`config.mk`:
```
export PLATFORM = sky130hd
export DESIGN_NAME = ultrasonic_ranging_controller
export DESIGN_NICKNAME = d
export VERILOG_FILES = /design/src/sv/urc_pkg.sv /design/src/sv/ultrasonic_ranging_controller.sv /design/src/sv/urc_scale.sv
export VERILOG_INCLUDE_DIRS = /design/src /design/src/sv
export SDC_FILE = /design/constraint.sdc
export NUM_CORES = 1
export LEC_CHECK = 0
export BUFFER_PORTS_ARGS = -buffer_cell sky130_fd_sc_hd__buf_2
export CORE_MARGIN = 5
export CORE_UTILIZATION = 40
export DETAILED_ROUTE_END_ITERATION = 8
export MAX_ROUTING_LAYER = met4
export PLACE_DENSITY_LB_ADDON = 0.1
export SYNTH_ARGS = -nofsm -noshare
export SYNTH_HDL_FRONTEND = slang
export SYNTH_SLANG_ARGS = --single-unit
```
`constraint.sdc`:
```
create_clock -name clk -period 15.01 [get_ports clk]
set_clock_uncertainty 0.2 [all_clocks]
set_input_delay 3.002 -clock clk [delete_from_list [all_inputs] [get_ports clk]]
set_output_delay 3.002 -clock clk [all_outputs]
set_load 0.005 [all_outputs]
```
`src/sv/ultrasonic_ranging_controller_defines.svh`:
```
// ---------------------------------------------------------------------------
// Ultrasonic ranging controller assertion macros
// Concurrent check wrappers; define ASSERT_OFF to compile them out.
// ---------------------------------------------------------------------------
`ifndef ULTRASONIC_RANGING_CONTROLLER_DEFINES_SVH
`define ULTRASONIC_RANGING_CONTROLLER_DEFINES_SVH

`ifndef ASSERT_OFF

// Check under reset qualification
`define URC_ASSERT(lbl, prop, msg) \
  lbl: assert property (@(posedge clk) disable iff (!rst_n) prop) else $error(msg);

// Check that holds at every edge, reset included
`define URC_ASSERT_ALWAYS(lbl, prop, msg) \
  lbl: assert property (@(posedge clk) prop) else $error(msg);

`else

`define URC_ASSERT(lbl, prop, msg)
`define URC_ASSERT_ALWAYS(lbl, prop, msg)

`endif

`endif

```
`src/sv/urc_pkg.sv`:
```
// ---------------------------------------------------------------------------
// Ultrasonic ranging controller package
// Phase codes, register indexes, widths and reset values.
// ---------------------------------------------------------------------------
package urc_pkg;

  // Widths fixed by the register map and result fields
  localparam int unsigned CFG_IDX_W   = 3;
  localparam int unsigned CFG_DATA_W  = 20;
  localparam int unsigned TRIG_W      = 8;
  localparam int unsigned TIME_W      = 20;
  localparam int unsigned SCALE_W     = 16;
  localparam int unsigned DIST_W      = 16;
  localparam int unsigned PHASE_W     = 3;

  localparam int unsigned COUNT_WIDTH_DEF = 20;

  // Phase codes
  localparam logic [PHASE_W-1:0] PH_IDLE = 3'd0;
  localparam logic [PHASE_W-1:0] PH_TRIG = 3'd1;
  localparam logic [PHASE_W-1:0] PH_RISE = 3'd2;
  localparam logic [PHASE_W-1:0] PH_FALL = 3'd3;
  localparam logic [PHASE_W-1:0] PH_REST = 3'd4;

  // Register indexes
  localparam logic [CFG_IDX_W-1:0] REG_ENABLE  = 3'd0;
  localparam logic [CFG_IDX_W-1:0] REG_TRIG_W  = 3'd1;
  localparam logic [CFG_IDX_W-1:0] REG_TIMEOUT = 3'd2;
  localparam logic [CFG_IDX_W-1:0] REG_PERIOD  = 3'd3;
  localparam logic [CFG_IDX_W-1:0] REG_SCALE   = 3'd4;

  // Register reset values
  localparam logic [TRIG_W-1:0]  TRIG_W_RST  = 8'd10;
  localparam logic [TIME_W-1:0]  TIMEOUT_RST = 20'd60000;
  localparam logic [TIME_W-1:0]  PERIOD_RST  = 20'd50000;
  localparam logic [SCALE_W-1:0] SCALE_RST   = 16'd11141;

  localparam logic [DIST_W-1:0]  DIST_MAX    = 16'hFFFF;

endpackage

```
`src/sv/ultrasonic_ranging_controller.sv`:
```
// ---------------------------------------------------------------------------
// Ultrasonic ranging controller
// Trigger/echo pulse-width ranger, one microsecond tick per input transaction.
// ---------------------------------------------------------------------------
//  channel | handshake             | payload
//  --------+-----------------------+------------------------------------------
//  in      | in_valid / in_ready   | in_echo_level
//  out     | out_valid / out_ready | trigger_out, distance_mm, distance_valid,
//          |                       | timed_out, phase
//  cfg     | cfg_we (no wait)      | cfg_index, cfg_wdata
//
// One input transaction per cycle unless stalled; each gives one result
// transaction on the next cycle. The ranging state and the result flags
// update together on accept, so the state registers double as the result
// register. in_ready stays high while the result slot is empty or being
// taken. Synchronous active-low reset clears the phase, counters and distance.
// ---------------------------------------------------------------------------
`include "ultrasonic_ranging_controller_defines.svh"

module ultrasonic_ranging_controller #(
  parameter int unsigned COUNT_WIDTH = urc_pkg::COUNT_WIDTH_DEF
) (
  input  logic                          clk,
  input  logic                          rst_n,
  // configuration
  input  logic                          cfg_we,
  input  logic [urc_pkg::CFG_IDX_W-1:0] cfg_index,
  input  logic [urc_pkg::CFG_DATA_W-1:0] cfg_wdata,
  // input ticks
  input  logic                          in_valid,
  output logic                          in_ready,
  input  logic                          in_echo_level,
  // results
  output logic                          out_valid,
  input  logic                          out_ready,
  output logic                          out_trigger_out,
  output logic [urc_pkg::DIST_W-1:0]    out_distance_mm,
  output logic                          out_distance_valid,
  output logic                          out_timed_out,
  output logic [urc_pkg::PHASE_W-1:0]   out_phase
);
  import urc_pkg::*;

  localparam int unsigned CMP_W = (COUNT_WIDTH > TIME_W) ? COUNT_WIDTH : TIME_W;
  localparam logic [COUNT_WIDTH-1:0] CNT_MAX = '1;

  function automatic logic [COUNT_WIDTH-1:0] sat_inc(input logic [COUNT_WIDTH-1:0] v);
    sat_inc = (v == CNT_MAX) ? v : v + COUNT_WIDTH'(1);
  endfunction

  // Configuration registers
  logic               enable_r;
  logic [TRIG_W-1:0]  trig_w_r;
  logic [TIME_W-1:0]  timeout_r;
  logic [TIME_W-1:0]  period_r;
  logic [SCALE_W-1:0] scale_r;

  // Ranging state
  logic [PHASE_W-1:0]     phase_r, phase_nxt;
  logic [COUNT_WIDTH-1:0] wait_r, wait_nxt;
  logic [COUNT_WIDTH-1:0] width_r, width_nxt;
  logic                   echo_prev_r;
  logic [DIST_W-1:0]      dist_r, dist_nxt;
  logic                   dist_valid_r, dist_valid_nxt;
  logic                   tmo_r, tmo_nxt;
  logic                   out_valid_r;

  logic                   in_acc;
  logic [COUNT_WIDTH-1:0] wait_inc;
  logic [COUNT_WIDTH-1:0] width_inc;
  logic [CMP_W-1:0]       trig_lim;
  logic [DIST_W-1:0]      dist_scaled;

  // Write configuration registers, ignore unknown indexes
  always_ff @(posedge clk) begin
    if (!rst_n) begin
      enable_r  <= 1'b0;
      trig_w_r  <= TRIG_W_RST;
      timeout_r <= TIMEOUT_RST;
      period_r  <= PERIOD_RST;
      scale_r   <= SCALE_RST;
    end else if (cfg_we) begin
      unique case (cfg_index)
        REG_ENABLE:  enable_r  <= cfg_wdata[0];
        REG_TRIG_W:  trig_w_r  <= cfg_wdata[TRIG_W-1:0];
        REG_TIMEOUT: timeout_r <= cfg_wdata[TIME_W-1:0];
        REG_PERIOD:  period_r  <= cfg_wdata[TIME_W-1:0];
        REG_SCALE:   scale_r   <= cfg_wdata[SCALE_W-1:0];
        default: ;
      endcase
    end
  end

  assign in_ready  = !out_valid_r || out_ready;
  assign in_acc    = in_valid && in_ready;
  assign wait_inc  = sat_inc(wait_r);
  assign width_inc = sat_inc(width_r);
  assign trig_lim  = (trig_w_r == '0) ? CMP_W'(1) : CMP_W'(trig_w_r);

  urc_scale #(
    .COUNT_WIDTH(COUNT_WIDTH)
  ) u_scale (
    .width_cnt  (width_inc),
    .scale_q16  (scale_r),
    .distance_mm(dist_scaled)
  );

  // Advance the ranging sequence by one tick
  always_comb begin
    phase_nxt      = phase_r;
    wait_nxt       = wait_r;
    width_nxt      = width_r;
    dist_nxt       = dist_r;
    dist_valid_nxt = 1'b0;
    tmo_nxt        = 1'b0;
    unique case (phase_r)
      PH_IDLE: begin
        if (enable_r) begin
          phase_nxt = PH_TRIG;
          wait_nxt  = COUNT_WIDTH'(1);
        end
      end
      PH_TRIG: begin
        if (CMP_W'(wait_r) >= trig_lim) begin
          phase_nxt = PH_RISE;
          wait_nxt  = '0;
        end else begin
          wait_nxt  = wait_inc;
        end
      end
      PH_RISE: begin
        wait_nxt = wait_inc;
        if (in_echo_level && !echo_prev_r) begin
          phase_nxt = PH_FALL;
          width_nxt = '0;
        end else if (CMP_W'(wait_inc) >= CMP_W'(timeout_r)) begin
          tmo_nxt   = 1'b1;
          phase_nxt = PH_IDLE;
          wait_nxt  = '0;
        end
      end
      PH_FALL: begin
        wait_nxt  = wait_inc;
        width_nxt = width_inc;
        if (!in_echo_level) begin
          dist_nxt       = dist_scaled;
          dist_valid_nxt = 1'b1;
          phase_nxt      = PH_REST;
          wait_nxt       = '0;
        end else if (CMP_W'(wait_inc) >= CMP_W'(timeout_r)) begin
          tmo_nxt   = 1'b1;
          phase_nxt = PH_IDLE;
          wait_nxt  = '0;
        end
      end
      PH_REST: begin
        wait_nxt = wait_inc;
        if (CMP_W'(wait_inc) >= CMP_W'(period_r)) begin
          phase_nxt = PH_IDLE;
          wait_nxt  = '0;
        end
      end
      default: begin
        phase_nxt = PH_IDLE;
        wait_nxt  = '0;
      end
    endcase
  end

  // Update state and result on each accepted tick
  always_ff @(posedge clk) begin
    if (!rst_n) begin
      phase_r      <= PH_IDLE;
      wait_r       <= '0;
      width_r      <= '0;
      echo_prev_r  <= 1'b0;
      dist_r       <= '0;
      dist_valid_r <= 1'b0;
      tmo_r        <= 1'b0;
    end else if (in_acc) begin
      phase_r      <= phase_nxt;
      wait_r       <= wait_nxt;
      width_r      <= width_nxt;
      echo_prev_r  <= in_echo_level;
      dist_r       <= dist_nxt;
      dist_valid_r <= dist_valid_nxt;
      tmo_r        <= tmo_nxt;
    end
  end

  // Hold the result until taken
  always_ff @(posedge clk) begin
    if (!rst_n) begin
      out_valid_r <= 1'b0;
    end else if (in_acc) begin
      out_valid_r <= 1'b1;
    end else if (out_ready) begin
      out_valid_r <= 1'b0;
    end
  end

  assign out_valid          = out_valid_r;
  assign out_trigger_out    = (phase_r == PH_TRIG);
  assign out_distance_mm    = dist_r;
  assign out_distance_valid = dist_valid_r;
  assign out_timed_out      = tmo_r;
  assign out_phase          = phase_r;

  // Checks
  `URC_ASSERT(a_flags_excl, !(dist_valid_r && tmo_r), "distance and timeout both flagged")
  `URC_ASSERT(a_dist_rest, dist_valid_r |-> (phase_r == PH_REST), "distance outside rest")
  `URC_ASSERT(a_tmo_idle, tmo_r |-> (phase_r == PH_IDLE), "timeout not back to idle")
  `URC_ASSERT(a_fall_done,
    (in_acc && (phase_r == PH_FALL) && !in_echo_level) |=> dist_valid_r,
    "echo fall did not give a distance")
  `URC_ASSERT_ALWAYS(a_stall_hold,
    (rst_n && out_valid_r && !out_ready) |=> out_valid_r,
    "result dropped while stalled")

endmodule

```
`src/sv/urc_scale.sv`:
```
// ---------------------------------------------------------------------------
// Echo width to distance scaler
// Multiplies the echo tick count by a Q16 scale and saturates to 16 bits.
// ---------------------------------------------------------------------------
module urc_scale #(
  parameter int unsigned COUNT_WIDTH = urc_pkg::COUNT_WIDTH_DEF
) (
  input  logic [COUNT_WIDTH-1:0]      width_cnt,
  input  logic [urc_pkg::SCALE_W-1:0] scale_q16,
  output logic [urc_pkg::DIST_W-1:0]  distance_mm
);
  import urc_pkg::*;

  localparam int unsigned PROD_W = COUNT_WIDTH + SCALE_W;

  logic [PROD_W-1:0]      prod;
  logic [COUNT_WIDTH-1:0] prod_int;

  // Multiply and drop the fraction
  assign prod     = PROD_W'(width_cnt) * PROD_W'(scale_q16);
  assign prod_int = prod[PROD_W-1:SCALE_W];

  // Clamp to the result range
  assign distance_mm = (prod_int > COUNT_WIDTH'(DIST_MAX)) ? DIST_MAX
                                                           : prod_int[DIST_W-1:0];

endmodule
```
==> results.py <==
metrics = {
    "run_status": {
        "status": "finished, final reports clean",
    },
    "synthesis": {
        "yosysWarnings": 0,
        "ys_top_cells_by_count": "inv_1, nand2_1, fa_1, ha_1, and2_1",
        "synth_top_cell_by_area": "fa_1",
        "synth_edf_count": 0,
        "seq_area_frac_synth_pct": 15.2,
        "ys_ff_latch": 128,
        "yosysUniqueCellTypes": 70,
        "yosys-top-cells-area": "fa_1, dfxtp_1, ha_1",
        "syn_inst": 2032,
        "syn_avg_cell_area_um2": 8.30,
        "synth_top_area_share_pct": 29.6,
        "syn_nets": 2465,
        "synthFlopType": "dfxtp_1",
        "synth_area_mm2": 0.0169,
        "async_flop_share_pct": 0,
        "synth.most_common_cell": "inv_1",
    },
    "cts": {
        "cts_root_buffer": "clkbuf_16",
        "clock-sinks": 128,
        "postCtsHoldBufs": 0,
        "cts.clk_slew.worst_paths_ns": 0.07,
        "numCtsBuffers": 17,
        "cts-htree-levels": 4,
        "worstSkewPairLatency_ns": 0.45,
        "cts_tree": "yes",
        "post_cts_resized": 0,
        "cts_setup_buffers": 0,
        "clockBufferDepth": 2,
    },
    "sta": {
        "timing.fmax_mhz": 106,
        "rsz0062_at_grt": "no",
        "hold_viol": 0,
        "worstMarginPinSlew_ns": 1.13,
        "layout_min_cycle_time_ns": 9.41,
        "finalSetupViolations": 0,
        "drv_slew": 0,
        "finalCritPeriodShare_pct": 62.7,
        "setup_tns_ns": 0,
        "postLayoutSetupSlackWorst_ns": 5.60,
        "timing.slew.headroom_pct": 24.9,
    },
    "worst_setup_path": {
        "crit_type": "reg -> reg",
        "critPathMaxStageDelay_ns": 0.91,
        "critPathLaunchType": "flip-flop",
        "critPathCaptureType": "flip-flop",
        "crit_fanout": 17,
        "critical_path_required_ns": 15.08,
        "critical_path.most_common_cell": "fa_1",
        "worst_ep_arrival_time_ns": 9.48,
        "slowest_stage": "nor4b_4",
    },
    "job": {
        "drv_cap": 0,
    },
    "floorplan": {
        "chipHeight_um": 215,
        "rows": 75,
        "coreArea_mm2": 0.0419,
        "die_w_um": 215,
        "dieArea_mm2": 0.0464,
        "start_util_pct": 40.3,
        "ios": 53,
    },
    "pwr": {
        "p_leak_nw": 8.64,
        "ir_drop_v": 0.0000529,
        "p_per_area_mw_per_mm2": 50.0,
    },
    "place": {
        "pre_cts_slack_ns": 5.68,
        "gp_congestion": 0.864,
        "portBuffers": 52,
        "dp_hpwl_mm": 36.2,
    },
    "global_routing": {
        "track_usage_pct": 20.9,
        "grt_first_pass_wirelength_mm": 75.5,
        "grt_overflow_total": 0,
        "grt_start_max_net_pins": 72,
        "antenna_found_initial": 1,
        "grt_pass1_vias": 13865,
    },
    "drt": {
        "vias": 13353,
        "drt-total-wl_mm": 46.4,
        "initialDrtViolationCount": 664,
        "antenna_left": 0,
        "drtPass1Iterations": 5,
        "vias_per_cell": 5.16,
        "post_drt_wl_per_cell_um": 17.9,
        "drcViolationCount": 0,
    },
    "layout": {
        "drive_above_1_share_pct": 7.08,
        "fillers": 4265,
        "nNetsFinal": 2467,
        "area_growth_pct": 8.03,
        "n_antenna_cell": 0,
    },
    "hold_path": {
        "worst_hold_path_type": "reg -> reg",
    },
}
[through the flow]
| step | hold WS [ns] | total power, mW | utilization (%) | area (um2) | std cells |
|---|---|---|---|---|---|
| finish | 0.255 | 0.912 | 43.5 | 18200 | 2586 |
| global route | 0.281 | 0.957 | 43.5 | 18200 | 2586 |
| CTS | 0.257 | 0.926 | 43.5 | 18200 | 2586 |
| detailed placement | 0.247 | 0.495 | 42.1 | 17600 | 2554 |
| global placement | 0.244 | 0.494 | 42.1 | 17600 | 2554 |
| floorplan | 0.236 | 0.449 | - | 16900 | 2032 |
[layout by cell type (no fill, tap or decap), drive strengths merged, types with 3 or more instances in the layout]
master / synthesis / final
inv: 344 / 352
nand2: 342 / 342
fa: 249 / 249
ha: 155 / 155
and2: 154 / 154
dfxtp: 128 / 128
a21oi: 122 / 122
nor2: 92 / 92
buf: 7 / 77
o21ai: 58 / 58
nand3: 34 / 34
xnor2: 32 / 32
a21o: 23 / 23
nand4: 22 / 22
xor2: 21 / 21
nor3: 20 / 20
o211ai: 18 / 18
clkbuf: 87 / 18
a22oi: 15 / 15
and3: 13 / 13
a211oi: 10 / 10
nand2b: 9 / 9
a31oi: 8 / 8
o21a: 7 / 7
and4: 7 / 7
nor2b: 6 / 6
nor4: 5 / 5
or3: 4 / 4
or2: 4 / 4
o21bai: 3 / 3
mux2i: 3 / 3
clkinv: 0 / 3
[worst max-delay path: cells and delay by family, from the launching register on]
| family | cells | cell delay (ns) |
|---|---|---|
| adder cells (fa/ha/maj) | 8 | 3.76 |
| AND/OR/NAND/NOR | 9 | 2.60 |
| XOR/XNOR | 2 | 0.23 |
| AO/OA/AOI/OAI | 8 | 1.53 |
| buffers and inverters | 4 | 0.44 |
| flip-flops | 1 | 0.45 |
[power breakdown]
group          switching (mW)  total, mW  internal [mW]
clock network           0.187      0.425          0.238
registers              0.0162      0.366          0.350
logic                  0.0772      0.121         0.0433
[layout make-up]
type	instances	area, um2	share of cell area, %
Clock inverter	14	145	0.796
Sequential cell	128	2560	14.1
Tap cell	539	674	3.70
Multi-Input combinational cell	1466	12700	69.5
Inverter	344	1290	7.09
Timing Repair Buffer	77	448	2.46
Clock buffer	18	439	2.41
[metal layers]
| layer | global-route usage (%) | vias up | share of wire, % | wire length (um) |
|---|---|---|---|---|
| met2 | 36.6 | 259 | 51 | 23800 |
| met5 | - | - | 0 | 0 |
| met1 | 25.5 | 6646 | 42 | 19600 |
| met3 | 2.20 | 55 | 3.4 | 1580 |
| met4 | 6.85 | 0 | 3.2 | 1470 |
| li1 | - | 6393 | - | - |
[sequential cells by signal, summed over array words and instances, names as in the netlist]
signal and flops:
out_valid 1, out_timed_out 1, wait_r 20, width_r 20, echo_prev_r 1, enable_r 1
period_r 20, out_distance_valid 1, out_phase 3, out_distance_mm 16, timeout_r 20, trig_w_r 8
scale_r 16
[final timing paths]
kind	start	endpoint	slack, ns	cells past startpoint
max reg2reg	width_r[0]$_SDFFE_PN0P_	out_distance_mm[12]$_SDFFE_PN0P_	5.60	31
min	period_r[18]$_SDFFE_PN0P_	period_r[18]$_SDFFE_PN0P_	0.25	2
min reg2reg	period_r[18]$_SDFFE_PN0P_	period_r[18]$_SDFFE_PN0P_	0.25	2
max	width_r[0]$_SDFFE_PN0P_	out_distance_mm[12]$_SDFFE_PN0P_	5.60	31
[kinds of logic (layout without fill, tap and decap cells)]
kind of cell | after synthesis | after routing | synth area share [%]
adders and majority gates | 404 | 404 | 41.0
muxes | 5 | 5 | 0.312
xor gates and xnor gates | 53 | 53 | 2.75
buffers and inverters | 438 | 453 | 9.84
AOI/OAI and AO/OA | 286 | 286 | 10.7
DFF | 128 | 128 | 15.2
and+or+nand+nor | 718 | 718 | 20.2
(Power assumes the default switching activity.)
